[src/rtl/pal_pkg.sv]
// Package for the positional array list: field widths, command and status codes.
// No dependencies; imported by positional_array_list_top.
package pal_pkg;

  localparam int CMD_W = 3;
  localparam int POS_W = 5;
  localparam int VAL_W = 32;
  localparam int ST_W  = 2;
  localparam int OUT_W = 5;   // width of found_position and count results

  typedef logic [CMD_W-1:0] cmd_t;
  typedef logic [ST_W-1:0]  status_t;
  typedef logic [VAL_W-1:0] val_t;

  localparam cmd_t CMD_CLEAR    = 3'd0;
  localparam cmd_t CMD_INSERT   = 3'd1;
  localparam cmd_t CMD_DELETE   = 3'd2;
  localparam cmd_t CMD_LOCATE   = 3'd3;
  localparam cmd_t CMD_RETRIEVE = 3'd4;

  localparam status_t ST_OK     = 2'd0;
  localparam status_t ST_FULL   = 2'd1;
  localparam status_t ST_BADPOS = 2'd2;
  localparam status_t ST_EMPTY  = 2'd3;

endpackage

[src/rtl/positional_array_list_top.sv]
// Positional array list: bounded ordered list in a single-port-write, one-read RAM.
// Depends on pal_pkg (field widths, command and status codes).
//
// Sequence of an item: clear, rejected commands and unknown codes are answered straight
//   from idle; retrieve issues a single read; insert and delete walk the m elements to move
//   (count-position+1 for insert, count-position for delete), then insert writes the new
//   element; locate reads from position 1 until a hit or the end of the list.
//   The element walk through the RAM does one read per cycle, and one write in shifts.
// Throughput: one item at a time; a new item may be taken in the cycle its predecessor's
//   result is shown. Results cannot be stalled and appear for one cycle on out_valid.
// Reset (rst_n, synchronous, active low) empties the list; the RAM is not cleared.
module positional_array_list_top #(
  parameter int CAPACITY = 16
) (
  input  logic                        clk,
  input  logic                        rst_n,
  input  logic                        start,
  output logic                        busy,
  input  logic [pal_pkg::CMD_W-1:0]   in_cmd,
  input  logic [pal_pkg::POS_W-1:0]   in_position,
  input  logic signed [pal_pkg::VAL_W-1:0] in_value,
  output logic                        out_valid,
  output logic [pal_pkg::ST_W-1:0]    out_status,
  output logic [pal_pkg::OUT_W-1:0]   out_found_position,
  output logic signed [pal_pkg::VAL_W-1:0] out_read_value,
  output logic [pal_pkg::OUT_W-1:0]   out_count
);
  import pal_pkg::*;

  // AW indexes the RAM, CW holds a count 0..CAPACITY, LW is wide enough to compare
  // a count against a 5-bit position and to form count+1 without overflow.
  localparam int AW = (CAPACITY > 1) ? $clog2(CAPACITY) : 1;
  localparam int CW = $clog2(CAPACITY + 1);
  localparam int LW = ((CW > POS_W) ? CW : POS_W) + 1;

  // Sequencer states
  localparam logic [2:0] S_IDLE = 3'd0;
  localparam logic [2:0] S_INS  = 3'd1;  // shift up, then write the new element
  localparam logic [2:0] S_DEL  = 3'd2;  // shift down
  localparam logic [2:0] S_LOC  = 3'd3;  // linear search
  localparam logic [2:0] S_RET  = 3'd4;  // single read

  // Element store: one write port, one registered read port.
  val_t          mem [CAPACITY];
  val_t          rdata_r;
  logic          mem_we;
  logic [AW-1:0] mem_wa;
  val_t          mem_wd;
  logic          mem_re;

  logic [2:0]    state_r,  state_nxt;
  logic [CW-1:0] cnt_r,    cnt_nxt;
  logic [CW-1:0] rem_r,    rem_nxt;     // reads still to issue
  logic [AW-1:0] ptr_r,    ptr_nxt;     // next read address
  logic [AW-1:0] rdaddr_r;              // address of the read now in rdata_r
  logic          pend_r,   pend_nxt;    // rdata_r holds a fresh read
  logic [AW-1:0] idx_r,    idx_nxt;     // insert target slot
  val_t          val_r,    val_nxt;

  logic          ovld_r,   ovld_nxt;
  status_t       ost_r,    ost_nxt;
  logic [OUT_W-1:0] ofnd_r, ofnd_nxt;
  val_t          ord_r,    ord_nxt;
  logic [OUT_W-1:0] ocnt_r, ocnt_nxt;

  // Widened views for compares and index arithmetic
  logic [LW-1:0] pos_l, cnt_l, pos_m1_l, cnt_m1_l, cnt_p1_l, fnd_l;
  logic [LW-1:0] ins_mv_l, del_mv_l;
  logic          accept, match;

  assign busy   = (state_r != S_IDLE);
  assign accept = start && !busy;

  assign pos_l     = LW'(in_position);
  assign cnt_l     = LW'(cnt_r);
  assign pos_m1_l  = pos_l - LW'(1);
  assign cnt_m1_l  = cnt_l - LW'(1);
  assign cnt_p1_l  = cnt_l + LW'(1);
  assign ins_mv_l  = cnt_l - pos_l + LW'(1);
  assign del_mv_l  = cnt_l - pos_l;
  assign fnd_l     = LW'(rdaddr_r) + LW'(1);
  assign match     = pend_r && (rdata_r == val_r);

  always_comb begin
    state_nxt = state_r;
    cnt_nxt   = cnt_r;
    rem_nxt   = rem_r;
    ptr_nxt   = ptr_r;
    idx_nxt   = idx_r;
    val_nxt   = val_r;
    pend_nxt  = 1'b0;
    mem_we    = 1'b0;
    mem_wa    = rdaddr_r;
    mem_wd    = rdata_r;
    mem_re    = 1'b0;
    ovld_nxt  = 1'b0;
    ost_nxt   = ST_OK;
    ofnd_nxt  = '0;
    ord_nxt   = '0;
    ocnt_nxt  = ocnt_r;

    unique case (state_r)
      S_IDLE: begin
        if (accept) begin
          val_nxt = in_value;
          unique case (in_cmd)
            CMD_CLEAR: begin
              cnt_nxt  = '0;
              ovld_nxt = 1'b1;
            end
            CMD_INSERT: begin
              if (cnt_r == CW'(CAPACITY)) begin
                ost_nxt  = ST_FULL;
                ovld_nxt = 1'b1;
              end else if (pos_l == '0 || pos_l > cnt_p1_l) begin
                ost_nxt  = ST_BADPOS;
                ovld_nxt = 1'b1;
              end else begin
                rem_nxt   = ins_mv_l[CW-1:0];
                ptr_nxt   = cnt_m1_l[AW-1:0];
                idx_nxt   = pos_m1_l[AW-1:0];
                state_nxt = S_INS;
              end
            end
            CMD_DELETE: begin
              if (cnt_r == '0) begin
                ost_nxt  = ST_EMPTY;
                ovld_nxt = 1'b1;
              end else if (pos_l == '0 || pos_l > cnt_l) begin
                ost_nxt  = ST_BADPOS;
                ovld_nxt = 1'b1;
              end else begin
                rem_nxt   = del_mv_l[CW-1:0];
                ptr_nxt   = pos_l[AW-1:0];
                state_nxt = S_DEL;
              end
            end
            CMD_LOCATE: begin
              rem_nxt   = cnt_r;
              ptr_nxt   = '0;
              state_nxt = S_LOC;
            end
            CMD_RETRIEVE: begin
              if (pos_l == '0 || pos_l > cnt_l) begin
                ost_nxt  = ST_BADPOS;
                ovld_nxt = 1'b1;
              end else begin
                ptr_nxt   = pos_m1_l[AW-1:0];
                state_nxt = S_RET;
              end
            end
            default: begin
              ovld_nxt = 1'b1;
            end
          endcase
          ocnt_nxt = OUT_W'(cnt_nxt);
        end
      end

      S_INS: begin
        // read ptr, then write the registered element one slot higher
        if (rem_r != '0) begin
          mem_re   = 1'b1;
          pend_nxt = 1'b1;
          ptr_nxt  = ptr_r - AW'(1);
          rem_nxt  = rem_r - CW'(1);
        end
        if (pend_r) begin
          mem_we = 1'b1;
          mem_wa = rdaddr_r + AW'(1);
        end else if (rem_r == '0) begin
          mem_we    = 1'b1;
          mem_wa    = idx_r;
          mem_wd    = val_r;
          cnt_nxt   = cnt_r + CW'(1);
          ocnt_nxt  = OUT_W'(cnt_nxt);
          ovld_nxt  = 1'b1;
          state_nxt = S_IDLE;
        end
      end

      S_DEL: begin
        if (rem_r != '0) begin
          mem_re   = 1'b1;
          pend_nxt = 1'b1;
          ptr_nxt  = ptr_r + AW'(1);
          rem_nxt  = rem_r - CW'(1);
        end
        if (pend_r) begin
          mem_we = 1'b1;
          mem_wa = rdaddr_r - AW'(1);
        end
        if (rem_r == '0 && !pend_r) begin
          cnt_nxt   = cnt_r - CW'(1);
          ocnt_nxt  = OUT_W'(cnt_nxt);
          ovld_nxt  = 1'b1;
          state_nxt = S_IDLE;
        end
      end

      S_LOC: begin
        if (match) begin
          ofnd_nxt  = fnd_l[OUT_W-1:0];
          ovld_nxt  = 1'b1;
          state_nxt = S_IDLE;
        end else if (rem_r != '0) begin
          mem_re   = 1'b1;
          pend_nxt = 1'b1;
          ptr_nxt  = ptr_r + AW'(1);
          rem_nxt  = rem_r - CW'(1);
        end else if (!pend_r) begin
          ofnd_nxt  = cnt_p1_l[OUT_W-1:0];
          ovld_nxt  = 1'b1;
          state_nxt = S_IDLE;
        end
      end

      S_RET: begin
        if (pend_r) begin
          ord_nxt   = rdata_r;
          ovld_nxt  = 1'b1;
          state_nxt = S_IDLE;
        end else begin
          mem_re   = 1'b1;
          pend_nxt = 1'b1;
        end
      end

      default: begin
        state_nxt = S_IDLE;
      end
    endcase
  end

  // Shifts move away from the read pointer, so a write never hits the entry read in
  // the same cycle: no forwarding needed.
  always_ff @(posedge clk) begin
    if (mem_we) begin
      mem[mem_wa] <= mem_wd;
    end
  end

  always_ff @(posedge clk) begin
    if (mem_re) begin
      rdata_r  <= mem[ptr_r];
      rdaddr_r <= ptr_r;
    end
  end

  always_ff @(posedge clk) begin
    if (!rst_n) begin
      state_r <= S_IDLE;
      cnt_r   <= '0;
      rem_r   <= '0;
      pend_r  <= 1'b0;
      ovld_r  <= 1'b0;
      ocnt_r  <= '0;
    end else begin
      state_r <= state_nxt;
      cnt_r   <= cnt_nxt;
      rem_r   <= rem_nxt;
      pend_r  <= pend_nxt;
      ovld_r  <= ovld_nxt;
      ocnt_r  <= ocnt_nxt;
    end
  end

  // Payload: no reset
  always_ff @(posedge clk) begin
    ptr_r  <= ptr_nxt;
    idx_r  <= idx_nxt;
    val_r  <= val_nxt;
    ost_r  <= ost_nxt;
    ofnd_r <= ofnd_nxt;
    ord_r  <= ord_nxt;
  end

  assign out_valid          = ovld_r;
  assign out_status         = ost_r;
  assign out_found_position = ofnd_r;
  assign out_read_value     = ord_r;
  assign out_count          = ocnt_r;

  // Checks
  a_cnt_bound: assert property (@(posedge clk) disable iff (!rst_n)
    cnt_r <= CW'(CAPACITY))
    else $error("element count above capacity");

  a_idle_no_write: assert property (@(posedge clk) disable iff (!rst_n)
    (state_r == S_IDLE) |-> !mem_we)
    else $error("store written while idle");

  a_pend_busy: assert property (@(posedge clk) disable iff (!rst_n)
    pend_r |-> (state_r != S_IDLE))
    else $error("read outstanding while idle");

  a_accept_progress: assert property (@(posedge clk) disable iff (!rst_n)
    accept |=> (busy || out_valid))
    else $error("item taken but neither busy nor result");

  a_result_cause: assert property (@(posedge clk) disable iff (!rst_n)
    out_valid |-> ($past(accept) || $past(busy)))
    else $error("result without an item");

endmodule
[config.mk]
export PLATFORM = sky130hd
export DESIGN_NAME = positional_array_list_top
export DESIGN_NICKNAME = d
export VERILOG_FILES = /design/src/rtl/pal_pkg.sv /design/src/rtl/positional_array_list_top.sv
export SDC_FILE = /design/constraint.sdc
export NUM_CORES = 1
export LEC_CHECK = 0
export ABC_CLOCK_PERIOD_IN_PS = 8000
export BUFFER_PORTS_ARGS = -buffer_cell sky130_fd_sc_hd__buf_2
export CORE_MARGIN = 4
export CORE_UTILIZATION = 49
export DETAILED_ROUTE_END_ITERATION = 12
export PLACE_DENSITY = 0.67
export REMOVE_ABC_BUFFERS = 1
export SKIP_CTS_REPAIR_TIMING = 1
export SLEW_MARGIN = 10
export SYNTH_ARGS = -nofsm -noshare
export SYNTH_HDL_FRONTEND = slang
export SYNTH_SLANG_ARGS = --single-unit
[constraint.sdc]
create_clock -name clk -period 8 [get_ports clk]
set_input_delay 0.8 -clock clk [delete_from_list [all_inputs] [get_ports clk]]
set_output_delay 0.8 -clock clk [all_outputs]
set_load 0.01 [all_outputs]
==> impl_metrics.py <==
metrics = {
    "run_status": {
        "status": "complete, no violations",
    },
    "clocking": {
        "clock_latency_ps": 590,
        "clock_sinks": 642,
        "cts-root-buf": "clkbuf_16",
        "h-tree-depth": 3,
        "clockBufferDepth": 3,
        "numCtsBuffers": 66,
        "cts_tree": "yes",
        "clkTransAtPathRegs_ps": 60,
    },
    "synthesis": {
        "syn_avg_cell_area_um2": 19.86,
        "yosysSeqAreaShare": 0.7270,
        "yosysWarnings": 0,
        "synth_ff_type": "edfxtp_1",
        "netlist-cell-type-count": 76,
        "synthCells": 1298,
        "netlist_area_um2": 25770,
        "synth_top_area_cell": "edfxtp_1",
        "synth_edf_count": 588,
        "synth_seq_cells": 642,
        "synth_top_area_frac": 0.6851,
        "synth.area.top_cells": "edfxtp_1 (69%), mux4_2 (14%), dfxtp_1 (4.2%)",
        "postSynth.asyncResetShare": 0,
    },
    "critical_path": {
        "r2r-start": "state_r[0]$_SDFFE_PN0P_",
        "r2r_slack_ps": 4170,
        "crit_path_max_fanout": 33,
        "worstPathArrival_ps": 4060,
        "start_kind": "register",
        "worstReg2RegEnd": "mem[2][21]$_DFFE_PP_",
        "endpoint": "mem[2][21]$_DFFE_PP_",
        "required_ps": 8230,
        "cp-end-kind": "register",
        "crit_start": "state_r[0]$_SDFFE_PN0P_",
        "critPathKind": "reg -> reg",
        "reg2reg_depth": 8,
    },
    "global_routing": {
        "grt_max_degree": 117,
        "grt_antenna_before_repair": 2,
        "grt-ovfl-total": 0,
        "grt_pass1_wl_um": 84210,
        "grt.total_usage": 0.2005,
        "grt_pass1_vias": 13038,
    },
    "timing": {
        "tightestPinTransition_ps": 1220,
        "max-slew-margin-rel": 0.1863,
        "fmax_mhz": 260.9,
        "fin_crit_ps": 3833,
        "skew_ps": 22.53,
        "finalSetupViolations": 0,
        "hold_viol_final": 0,
        "slew_violations": 0,
        "fin_crit_sh": 0.4791,
        "rsz0062_at_grt": "false",
        "fin_setup_tns_ps": 0,
    },
    "cells_and_area": {
        "fill_cells": 3911,
        "final_layout_size_suffix_gt1_frac": 0.3008,
        "area_growth_pct": 13.49,
        "fin_nets": 1488,
        "design_area_um2": 29250,
        "final_util": 0.5656,
        "antenna_cells": 0,
    },
    "floorplanning": {
        "pin_count": 89,
        "die_h_um": 237.3,
        "core_area_um2": 51720,
        "die_w_um": 237.3,
        "dieArea_um2": 56330,
        "start_util": 0.4984,
        "fp-row-count": 83,
    },
    "pwr": {
        "ir_drop_uv": 180.4,
        "power.leakage_nw": 9.617,
        "power.total_mw": 7.135,
        "power_density_nw_per_um2": 243.9,
    },
    "placed_design": {
        "dpl.hpwl_um": 30200,
        "postPlaceCellArea_um2": 27100,
        "io_buffers": 88,
        "place_congestion": 0.8648,
    },
    "drt": {
        "wl_per_cell_um": 25.88,
        "avgViaCountPerCell": 5.969,
        "vias": 12809,
        "dr.pass1.iters": 5,
        "routed_wl_um": 55550,
        "route.detailed.drc": 0,
        "antenna_left": 0,
        "first_iter_violations": 1223,
    },
    "job": {
        "drv_cap": 0,
    },
    "hold_path": {
        "holdCritPathClass": "in -> reg",
    },
}
[registers in the layout, indices dropped and copies added (netlist names)]
| register | flops |
|---|---|
| out_status | 2 |
| rdaddr_r | 4 |
| mem | 512 |
| idx_r | 4 |
| rem_r | 5 |
| rdata_r | 32 |
| val_r | 32 |
| out_read_value | 32 |
| out_count | 5 |
| out_valid | 1 |
| out_found_position | 5 |
| pend_r | 1 |
| state_r | 3 |
| ptr_r | 4 |
[metal layers]
metal,track usage,vias to the layer above,part of all wire,routed length (µm)
li1,-,5524,-,-
met5,0,-,0.00023,13
met3,0.03771,73,0.056,3114
met4,0.04901,2,0.020,1088
met2,0.3168,373,0.48,26760
met1,0.2946,6837,0.44,24560
[cells in the mapped netlist (all sizes together) (3+ instances only)]
| cell | count |
|---|---|
| edfxtp | 588 |
| mux4 | 160 |
| dfxtp | 54 |
| nor2 | 41 |
| xnor2 | 39 |
| clkbuf | 37 |
| and2 | 35 |
| mux2 | 34 |
| nand2 | 31 |
| a21oi | 28 |
| inv | 25 |
| buf | 24 |
| ha | 24 |
| o21ai | 21 |
| nand3 | 16 |
| nor3 | 14 |
| xor2 | 12 |
| nand4 | 10 |
| nand2b | 8 |
| o211ai | 7 |
| o31ai | 7 |
| a21o | 6 |
| mux2i | 6 |
| a211oi | 5 |
| or3 | 5 |
| a31oi | 4 |
| nor2b | 4 |
| nor3b | 4 |
| o22ai | 4 |
| a221oi | 3 |
| and3 | 3 |
| fa | 3 |
[final cells by class]
type	instances	area, µm²	area share
Clock inverter	23	294.0	0.01005
Clock buffer	93	1854	0.06339
Timing Repair Buffer	113	640.6	0.02190
Multi-Input combinational cell	570	6779	0.2318
Inverter	25	93.84	0.003208
Sequential cell	642	18740	0.6406
Tap cell	680	850.8	0.02909
[worst max-delay path, stage by stage (launching register included)]
cell     delay (ps)
dfxtp_1         600
nor3b_2         530
nand2_1         230
nor2_4          120
buf_4           580
a32o_1          270
nand2_1         260
nor2_4          440
buf_4           440
[cells in the final DEF, fill, tap and decap left out, types with 7 or more instances in the layout]
cell | netlist | layout
mux4_2 | 160 | 160
clkbuf_8 | 4 | 8
buf_2 | 23 | 88
edfxtp_1 | 588 | 588
nand4_1 | 10 | 10
inv_1 | 25 | 24
nand2b_1 | 7 | 7
nand2_1 | 31 | 31
o211ai_1 | 7 | 7
nor2_1 | 40 | 23
clkbuf_16 | 0 | 67
dfxtp_1 | 54 | 54
clkbuf_1 | 32 | 18
nand3_1 | 16 | 16
mux2_2 | 34 | 34
ha_1 | 24 | 24
a21oi_1 | 27 | 26
nor2_4 | 0 | 17
clkinv_2 | 0 | 7
buf_4 | 0 | 24
xnor2_1 | 39 | 39
nor3_1 | 14 | 14
o21ai_0 | 20 | 20
xor2_1 | 12 | 12
and2_1 | 33 | 33
[logic make-up (layout without fill, tap and decap cells)]
group	Yosys count	after routing	share of synthesized area
AO/OA/AOI/OAI	112	112	0.03073
AND/OR/NAND/NOR	180	180	0.03859
flip-flops	642	642	0.7270
XOR/XNOR	51	51	0.01733
multiplexers	200	200	0.1570
adder cells (fa/ha/maj)	27	27	0.01398
buffers and inverters	86	254	0.01534
[power by group]
group          switching [mW]  total [mW]  internal (mW)
registers              0.0267        3.72           3.69
clock network            1.24        3.03           1.79
logic                   0.218       0.387          0.169
[per-stage QoR]
step | hold slack, ps | setup WS, ps | instances
after floorplan | 454.7 | 1543 | 1237
after global placement | 484.7 | 4356 | 2030
after detailed placement | 491.8 | 4226 | 2030
after CTS | 337.5 | 4251 | 2146
after global routing | 340.6 | 3940 | 2146
final | 380.7 | 4167 | 2146
[worst min path at each step]
stage	endpoint	cells past startpoint	slack [ps]	from
6_report	val_r[6]$_DFFE_PP_	1	380	in_value[6]
5_1_grt	val_r[0]$_DFFE_PP_	1	340	in_value[0]
4_1_cts	val_r[15]$_DFFE_PP_	1	340	in_value[15]
3_5_place_dp	rem_r[1]$_SDFFE_PN0P_	2	490	rem_r[1]$_SDFFE_PN0P_
3_3_place_gp	rem_r[1]$_SDFFE_PN0P_	2	480	rem_r[1]$_SDFFE_PN0P_
2_1_floorplan	rem_r[1]$_SDFFE_PN0P_	2	450	rem_r[1]$_SDFFE_PN0P_
Note: power is estimated with default switching activity, not from simulation.
